===== config.mk =====
export PLATFORM = sky130hd
export DESIGN_NAME = modbus_tcp_request_parser_core
export DESIGN_NICKNAME = d
export VERILOG_FILES = /design/src/rtl/mtrp_pkg.sv /design/src/rtl/modbus_tcp_request_parser_core.sv
export SDC_FILE = /design/constraint.sdc
export NUM_CORES = 1
export LEC_CHECK = 0
export ABC_AREA = 1
export BUFFER_PORTS_ARGS = -buffer_cell sky130_fd_sc_hd__buf_2
export CAP_MARGIN = 5
export CORE_ASPECT_RATIO = 1.4
export CORE_UTILIZATION = 45
export CTS_BUF_LIST = sky130_fd_sc_hd__clkbuf_2
export CTS_CLUSTER_DIAMETER = 120
export DETAILED_ROUTE_END_ITERATION = 7
export PLACE_DENSITY = 0.68
export SYNTH_ARGS = -nofsm -noshare
export SYNTH_HDL_FRONTEND = slang
export SYNTH_SLANG_ARGS = --single-unit

===== constraint.sdc =====
create_clock -name clk -period 15.7 [get_ports clk]
set_input_delay 0.785 -clock clk [delete_from_list [all_inputs] [get_ports clk]]
set_output_delay 0.785 -clock clk [all_outputs]
set_load 0.03 [all_outputs]

===== src/rtl/mtrp_pkg.sv =====
// ============================================================================
// mtrp_pkg
// Shared types and constants for the Modbus TCP request parser: function
// codes, error codes, table kinds and the result record.
// ============================================================================
`timescale 1ns / 1ps
`default_nettype none

package mtrp_pkg;

	// Supported function codes
	localparam logic [7:0] FC_READ_DISCRETES = 8'd2;
	localparam logic [7:0] FC_READ_HOLDING   = 8'd3;
	localparam logic [7:0] FC_READ_INPUT     = 8'd4;
	localparam logic [7:0] FC_WRITE_COIL     = 8'd5;
	localparam logic [7:0] FC_WRITE_REG      = 8'd6;
	localparam logic [7:0] FC_WRITE_MULTI    = 8'd16;

	// Frame byte positions
	localparam logic [15:0] POS_TID_HI  = 16'd0;
	localparam logic [15:0] POS_TID_LO  = 16'd1;
	localparam logic [15:0] POS_LEN_HI  = 16'd4;
	localparam logic [15:0] POS_LEN_LO  = 16'd5;
	localparam logic [15:0] POS_UNIT    = 16'd6;
	localparam logic [15:0] POS_FUNC    = 16'd7;
	localparam logic [15:0] POS_ADDR_HI = 16'd8;
	localparam logic [15:0] POS_ADDR_LO = 16'd9;
	localparam logic [15:0] POS_CNT_HI  = 16'd10;
	localparam logic [15:0] POS_CNT_LO  = 16'd11;
	localparam logic [15:0] POS_BCNT    = 16'd12;
	localparam logic [15:0] POS_DATA    = 16'd13;
	localparam logic [15:0] POS_MAX     = 16'hFFFF;

	// Error codes reported in the summary
	typedef enum logic [2:0] {
		ERR_NONE  = 3'd0,
		ERR_SHORT = 3'd1,
		ERR_LEN   = 3'd2,
		ERR_FUNC  = 3'd3,
		ERR_BCNT  = 3'd4,
		ERR_TRUNC = 3'd5
	} err_t;

	// Table kinds
	localparam logic [1:0] KIND_DISCRETES = 2'd0;
	localparam logic [1:0] KIND_COILS     = 2'd1;
	localparam logic [1:0] KIND_INPUT     = 2'd2;
	localparam logic [1:0] KIND_HOLDING   = 2'd3;

	// One result record
	typedef struct packed {
		logic        is_summary;
		logic [15:0] transaction_id;
		logic [7:0]  unit_id;
		logic [7:0]  function_code;
		logic [1:0]  table_kind;
		logic [15:0] register_address;
		logic [15:0] register_count;
		logic [15:0] data_word;
		logic [15:0] word_index;
		logic        frame_valid;
		logic [2:0]  error_code;
	} res_t;

	function automatic logic code_supported(input logic [7:0] fc);
		return (fc == FC_READ_DISCRETES) || (fc == FC_READ_HOLDING) ||
			(fc == FC_READ_INPUT) || (fc == FC_WRITE_COIL) ||
			(fc == FC_WRITE_REG) || (fc == FC_WRITE_MULTI);
	endfunction

	function automatic logic [1:0] kind_of(input logic [7:0] fc);
		logic [1:0] k;
		k = KIND_DISCRETES;
		if (fc == FC_WRITE_COIL)
			k = KIND_COILS;
		else if (fc == FC_READ_INPUT)
			k = KIND_INPUT;
		else if ((fc == FC_READ_HOLDING) || (fc == FC_WRITE_REG) || (fc == FC_WRITE_MULTI))
			k = KIND_HOLDING;
		return k;
	endfunction

endpackage

`default_nettype wire


===== src/rtl/modbus_tcp_request_parser_core.sv =====
// ============================================================================
// modbus_tcp_request_parser_core
// Parses a Modbus TCP request frame byte by byte; emits write data words as
// they complete and an end-of-frame summary with an error code.
// ============================================================================
// Throughput: one byte beat per cycle while in_ready is high; a byte that
// ends a data word and the frame yields two results, which drain one per
// cycle while out_ready is high, in the order they were produced.
// Results pass through a four-entry register queue; input is taken while it
// has room for two. Reset clears all field state and empties the queue.
`timescale 1ns / 1ps
`default_nettype none

module modbus_tcp_request_parser_core (
	input  wire logic        clk,
	input  wire logic        arst_n,
	input  wire logic        in_valid,
	output logic             in_ready,
	input  wire logic [7:0]  byte_value,
	input  wire logic        last_byte,
	output logic             out_valid,
	input  wire logic        out_ready,
	output logic             is_summary,
	output logic [15:0]      transaction_id,
	output logic [7:0]       unit_id,
	output logic [7:0]       function_code,
	output logic [1:0]       table_kind,
	output logic [15:0]      register_address,
	output logic [15:0]      register_count,
	output logic [15:0]      data_word,
	output logic [15:0]      word_index,
	output logic             frame_valid,
	output logic [2:0]       error_code
);

	// Parser state
	logic [15:0] pos_q, tid_q, len_q, addr_q, count_q, words_q;
	logic [7:0]  unit_q, func_q, bcnt_q, pend_q;
	mtrp_pkg::err_t err_q;

	logic [15:0] nx_tid, nx_len, nx_addr, nx_count, nx_words;
	logic [7:0]  nx_unit, nx_func, nx_bcnt, nx_pend;
	mtrp_pkg::err_t nx_err, fin_err;

	logic        word_vld;
	logic [15:0] word_val, word_idx;
	logic        single, in_beat;
	logic [15:0] off;
	logic [14:0] kidx;
	logic [17:0] need;
	logic [16:0] pos_p1;

	mtrp_pkg::res_t word_res, sum_res, first_res;

	// Result queue
	mtrp_pkg::res_t fifo_q [4];
	logic [1:0] wr_ptr_q, rd_ptr_q;
	logic [2:0] cnt_q;
	logic [1:0] n_push;
	logic       pop;

	assign in_ready = (cnt_q <= 3'd2);
	assign in_beat  = in_valid && in_ready;
	assign single   = (func_q == mtrp_pkg::FC_WRITE_COIL) || (func_q == mtrp_pkg::FC_WRITE_REG);
	assign off      = pos_q - mtrp_pkg::POS_DATA;
	assign kidx     = off[15:1];

	// Field capture for the current byte
	always_comb begin
		nx_tid   = tid_q;
		nx_len   = len_q;
		nx_unit  = unit_q;
		nx_func  = func_q;
		nx_addr  = addr_q;
		nx_count = count_q;
		nx_bcnt  = bcnt_q;
		nx_pend  = pend_q;
		nx_words = words_q;
		nx_err   = err_q;
		word_vld = 1'b0;
		word_val = {pend_q, byte_value};
		word_idx = 16'd0;
		if (pos_q == mtrp_pkg::POS_TID_HI) begin
			nx_tid = {byte_value, 8'd0};
		end else if (pos_q == mtrp_pkg::POS_TID_LO) begin
			nx_tid = {tid_q[15:8], byte_value};
		end else if (pos_q == mtrp_pkg::POS_LEN_HI) begin
			nx_len = {byte_value, 8'd0};
		end else if (pos_q == mtrp_pkg::POS_LEN_LO) begin
			nx_len = {len_q[15:8], byte_value};
		end else if (pos_q == mtrp_pkg::POS_UNIT) begin
			nx_unit = byte_value;
		end else if (pos_q == mtrp_pkg::POS_FUNC) begin
			nx_func = byte_value;
			if (!mtrp_pkg::code_supported(byte_value))
				nx_err = mtrp_pkg::ERR_FUNC;
			else if ((byte_value == mtrp_pkg::FC_WRITE_COIL) ||
					(byte_value == mtrp_pkg::FC_WRITE_REG))
				nx_count = 16'd1;
		end else if ((pos_q >= mtrp_pkg::POS_ADDR_HI) && (pos_q != mtrp_pkg::POS_MAX) &&
				(err_q == mtrp_pkg::ERR_NONE)) begin
			if (pos_q == mtrp_pkg::POS_ADDR_HI) begin
				nx_addr = {byte_value, 8'd0};
			end else if (pos_q == mtrp_pkg::POS_ADDR_LO) begin
				nx_addr = {addr_q[15:8], byte_value};
			end else if (single) begin
				if (pos_q == mtrp_pkg::POS_CNT_HI) begin
					nx_pend = byte_value;
				end else if (pos_q == mtrp_pkg::POS_CNT_LO) begin
					word_vld = 1'b1;
					nx_words = 16'd1;
				end
			end else if (pos_q == mtrp_pkg::POS_CNT_HI) begin
				nx_count = {byte_value, 8'd0};
			end else if (pos_q == mtrp_pkg::POS_CNT_LO) begin
				nx_count = {count_q[15:8], byte_value};
			end else if (func_q == mtrp_pkg::FC_WRITE_MULTI) begin
				if (pos_q == mtrp_pkg::POS_BCNT) begin
					nx_bcnt = byte_value;
					if ({8'd0, byte_value} != {count_q[14:0], 1'b0} || count_q[15])
						nx_err = mtrp_pkg::ERR_BCNT;
				end else if ({1'b0, kidx} < count_q) begin
					if (!off[0]) begin
						nx_pend = byte_value;
					end else begin
						word_vld = 1'b1;
						word_idx = {1'b0, kidx};
						nx_words = {1'b0, kidx} + 16'd1;
					end
				end
			end
		end
	end

	// Summary error, by priority
	assign need   = (nx_func == mtrp_pkg::FC_WRITE_MULTI) ?
		({1'b0, nx_count, 1'b0} + 18'd13) : 18'd12;
	assign pos_p1 = {1'b0, pos_q} + 17'd1;

	always_comb begin
		if (pos_q < 16'd6)
			fin_err = mtrp_pkg::ERR_SHORT;
		else if (pos_q == mtrp_pkg::POS_MAX)
			fin_err = mtrp_pkg::ERR_LEN;
		else if ((nx_len == 16'd0) || ((pos_q - 16'd6) != (nx_len - 16'd1)))
			fin_err = mtrp_pkg::ERR_LEN;
		else if (pos_q == mtrp_pkg::POS_UNIT)
			fin_err = mtrp_pkg::ERR_TRUNC;
		else if (nx_err != mtrp_pkg::ERR_NONE)
			fin_err = nx_err;
		else if ({1'b0, pos_p1} < need)
			fin_err = mtrp_pkg::ERR_TRUNC;
		else
			fin_err = mtrp_pkg::ERR_NONE;
	end

	// Result records
	always_comb begin
		word_res.is_summary       = 1'b0;
		word_res.transaction_id   = nx_tid;
		word_res.unit_id          = nx_unit;
		word_res.function_code    = nx_func;
		word_res.table_kind       = mtrp_pkg::kind_of(nx_func);
		word_res.register_address = nx_addr;
		word_res.register_count   = nx_count;
		word_res.data_word        = word_val;
		word_res.word_index       = word_idx;
		word_res.frame_valid      = 1'b0;
		word_res.error_code       = mtrp_pkg::ERR_NONE;

		sum_res             = word_res;
		sum_res.is_summary  = 1'b1;
		sum_res.data_word   = 16'd0;
		sum_res.word_index  = nx_words;
		sum_res.frame_valid = (fin_err == mtrp_pkg::ERR_NONE);
		sum_res.error_code  = fin_err;

		first_res = word_vld ? word_res : sum_res;
	end

	assign n_push = in_beat ? ({1'b0, word_vld} + {1'b0, last_byte}) : 2'd0;
	assign pop    = out_valid && out_ready;

	// State update: everything returns to reset after the summary
	always_ff @(posedge clk or negedge arst_n) begin
		if (!arst_n) begin
			pos_q   <= '0;
			tid_q   <= '0;
			len_q   <= '0;
			unit_q  <= '0;
			func_q  <= '0;
			addr_q  <= '0;
			count_q <= '0;
			bcnt_q  <= '0;
			pend_q  <= '0;
			words_q <= '0;
			err_q   <= mtrp_pkg::ERR_NONE;
		end else if (in_beat) begin
			if (last_byte) begin
				pos_q   <= '0;
				tid_q   <= '0;
				len_q   <= '0;
				unit_q  <= '0;
				func_q  <= '0;
				addr_q  <= '0;
				count_q <= '0;
				bcnt_q  <= '0;
				pend_q  <= '0;
				words_q <= '0;
				err_q   <= mtrp_pkg::ERR_NONE;
			end else begin
				if (pos_q != mtrp_pkg::POS_MAX)
					pos_q <= pos_q + 16'd1;
				tid_q   <= nx_tid;
				len_q   <= nx_len;
				unit_q  <= nx_unit;
				func_q  <= nx_func;
				addr_q  <= nx_addr;
				count_q <= nx_count;
				bcnt_q  <= nx_bcnt;
				pend_q  <= nx_pend;
				words_q <= nx_words;
				err_q   <= nx_err;
			end
		end
	end

	// Queue payload
	always_ff @(posedge clk) begin
		if (n_push != 2'd0)
			fifo_q[wr_ptr_q] <= first_res;
		if (n_push == 2'd2)
			fifo_q[wr_ptr_q + 2'd1] <= sum_res;
	end

	// Queue pointers
	always_ff @(posedge clk or negedge arst_n) begin
		if (!arst_n) begin
			wr_ptr_q <= '0;
			rd_ptr_q <= '0;
			cnt_q    <= '0;
		end else begin
			wr_ptr_q <= wr_ptr_q + n_push;
			if (pop)
				rd_ptr_q <= rd_ptr_q + 2'd1;
			cnt_q <= cnt_q + {1'b0, n_push} - {2'b0, pop};
		end
	end

	// Output
	assign out_valid        = (cnt_q != 3'd0);
	assign is_summary       = fifo_q[rd_ptr_q].is_summary;
	assign transaction_id   = fifo_q[rd_ptr_q].transaction_id;
	assign unit_id          = fifo_q[rd_ptr_q].unit_id;
	assign function_code    = fifo_q[rd_ptr_q].function_code;
	assign table_kind       = fifo_q[rd_ptr_q].table_kind;
	assign register_address = fifo_q[rd_ptr_q].register_address;
	assign register_count   = fifo_q[rd_ptr_q].register_count;
	assign data_word        = fifo_q[rd_ptr_q].data_word;
	assign word_index       = fifo_q[rd_ptr_q].word_index;
	assign frame_valid      = fifo_q[rd_ptr_q].frame_valid;
	assign error_code       = fifo_q[rd_ptr_q].error_code;

endmodule

`default_nettype wire


==> impl_metrics.csv <==
group,metric,value,unit
outcome,outcome,"completed",
placement,dp_hpwl,55.1,mm
final_layout,nNetsFinal,3412,
routing,drt-vias-per-instance,5.60,
timing,timing_max_transition_violations_final,0,
setup_path,cp_max_fo,51,
yosys,yosysMostFrequentCell,"nor2_1",
flow_run,max_cap_viol_count,0,
timing,tns,0,ps
global_route,grt_pass1_vias,23200,
clock_tree,cts.sinks,542,
timing,holdWs,94.0,ps
global_route,grt_overflow,0,
timing,max_freq,148,MHz
yosys,synth_area_leaders,"edfxtp_1 (37%), dfrtp_1 (12%), nor2_1 (8.4%), nand2_1 (7.7%), o21ai_0 (7.2%)",
floorplanning,fp.coreArea,61900,um^2
setup_path,timing.reg2reg.setup_slack,8940,ps
setup_path,crit_end,"fifo_q[1][19]",
yosys,netlist.area_leader.share,36.7,%
yosys,postSynthAreaPerCell,8.63,um^2
yosys,ys_seq_elements,542,
routing,ant_nets,0,
clock_tree,cts_buffers,130,
yosys,seq_area_frac_synth,53.1,%
setup_path,crit_start,"pos_q[1]",
floorplanning,initial_utilization,45.5,%
clock_tree,cts_tree,"yes",
yosys,synth_top_area_cell,"edfxtp_1",
min_path,min_path_type,"in2async",
yosys,synthArstFlopShare,24.0,%
clock_tree,clkLatencyLatePin,1250,ps
global_route,antenna_found_initial,4,
clock_tree,cts_resized,0,
clock_tree,htreeDepth,4,
clock_tree,cts_buffer_depth,3,
setup_path,crit_top_cell,"nand2_1",
routing,drt_iter0_drc,2222,
yosys,synth_edf_count,344,
setup_path,cp-start-kind,"flop",
floorplanning,io_pins,118,
yosys,ys_types,63,
setup_path,critPathArrivalTime,7800,ps
timing,rsz0062_at_grt,"no",
setup_path,cp_slowest_stage_delay,770,ps
final_layout,area_growth,8.51,%
placement,gp_congestion,0.999,
setup_path,criticalPathCategory,"reg2reg",
clock_tree,clockRootBuffer,"clkbuf_2",
global_route,grt_pass1_wl,132,mm
setup_path,worstReg2RegEnd,"fifo_q[1][19]",
placement,io_buffers,117,
routing,drt-total-wl,86.6,mm
floorplanning,die_x,213,um
yosys,syn_inst,3261,
routing,vias,24000,
floorplanning,num_rows,108,
routing,wl_per_cell,20.2,um
timing,setup_viol,0,
timing,hold_viol_final,0,
routing,dr.pass1.iters,7,
power,power.leakage,12.4,nW
yosys,dominantRegCellSynth,"edfxtp_1",
global_route,grt_max_degree,107,
setup_path,required,16740,ps
yosys,netlist_area,28100,um^2
timing,min_period_over_period,43.1,%
setup_path,end_kind,"flop",
power,peakVddDrop,0.109,mV
floorplanning,fp.dieH,298,um
yosys,yosys_warnings,0,
timing,min_period,6760,ps
final_layout,final_layout_size_suffix_gt1_share,14.7,%
timing,fin_worst_skew,99.7,ps
setup_path,timing.rr.start,"pos_q[1]",
timing,slew_headroom,21.5,%
setup_path,ff2ff_path_depth,30,
global_route,grt_use_total,27.5,%
routing,drc_errors,0,
power,p_per_area,224,nW/um^2
yosys,synth_common_cells,"nor2_1 (630), nand2_1 (575), o21ai_0 (405)",
timing,worst_pin_slew,1170,ps
final_layout,fill_cells,6100,
yosys,syn-num-nets,3320,
clock_tree,clk_pin_slew,120,ps
floorplanning,die_area,63500,um^2
setup_path,cp_slowest_cell,"buf_4",
[power by group]
| group | switching [mW] | internal (mW) |
|---|---|---|
| registers | 0.151 | 1.73 |
| clock network | 0.577 | 0.405 |
| logic | 2.89 | 1.11 |
| total | 3.61 | 3.24 |
[cells by family after synthesis]
family,synth area share [%]
simple gates,21.3
compound gates,14.8
flops,53.1
buf+inv,6.46
xor+xnor,2.29
fa+ha+maj,2.07
[cell type report]
| cell class | instances | area (um^2) | area share (%) |
|---|---|---|---|
| clock inverter | 37 | 258 | 0.844 |
| multi-input combinational | 2268 | 11400 | 37.5 |
| timing repair buffer | 151 | 850 | 2.78 |
| inverter | 260 | 995 | 3.26 |
| antenna | 1 | 2.50 | 0.00820 |
| tap | 825 | 1030 | 3.38 |
| clock buffer | 200 | 1000 | 3.28 |
| sequential | 542 | 14900 | 49.0 |
[per-stage QoR]
step	setup slack, ps	util (%)	cells	power, mW	instance area, um^2
after floorplan	8930	-	3261	4.78	28100
after CTS	8890	49.3	4283	6.85	30500
after detailed placement	8970	47.3	4045	5.87	29300
final	8940	49.3	4284	6.85	30500
after global routing	8110	49.3	4284	7.33	30500
after global placement	9180	47.3	4045	5.84	29300
[critical path: cells and delay by family (launching register included)]
kind,cells,cell delay [ps]
xor+xnor,1,370
flops,1,540
simple gates,15,2210
fa+ha+maj,3,810
buf+inv,7,1700
compound gates,4,890
[per-layer routing]
metal | wire (um) | vias to the layer above | track usage (%) | share of wire (%)
met5 | 41 | - | 0 | 0.047
met4 | 4710 | 6 | 16.6 | 5.4
met1 | 33200 | 11500 | 32.7 | 38
met2 | 42800 | 960 | 46.4 | 49
met3 | 5820 | 240 | 4.18 | 6.7
li1 | - | 11300 | - | -
[worst min path at each step]
stage,startpoint,end,slack [ps]
4_1_cts,byte_value[5],pend_q[5],6
5_1_grt,byte_value[6],pend_q[6],90
3_5_place_dp,fifo_q[1][23],fifo_q[1][23],440
2_1_floorplan,fifo_q[1][102],fifo_q[1][102],420
3_3_place_gp,fifo_q[1][27],fifo_q[1][27],430
6_report,arst_n,pos_q[7],90
[registers in the layout (all words and copies together) (netlist names)]
name      flops
words_q      16
unit_q        8
pend_q        8
len_q        16
count_q      16
pos_q        16
cnt_q         3
wr_ptr_q      2
addr_q       16
fifo_q      412
err_q         3
tid_q        16
func_q        8
rd_ptr_q      2
[timing repair]
item | CTS | global route
hold buffers | 1 | 0
buffers inserted | 0 | 0
hold endpoints to repair | 66 | 0
[cells in the final DEF (no fill, tap or decap), drive strengths merged, types with 4 or more instances in the layout]
cell	n
buf	150
nand3	93
nor2	659
a21oi	51
a211oi	4
a22oi	8
or2	4
dfrtp	130
ha	45
dfxtp	68
nor4	7
clkinv	29
nand4	23
o21a	6
xnor2	5
o22ai	198
edfxtp	344
xor2	58
nand2	611
nor3	21
o211ai	20
clkbuf	200
inv	263
bufinv	4
o21ai	430
No activity file was read; power rests on OpenSTA's default activity.
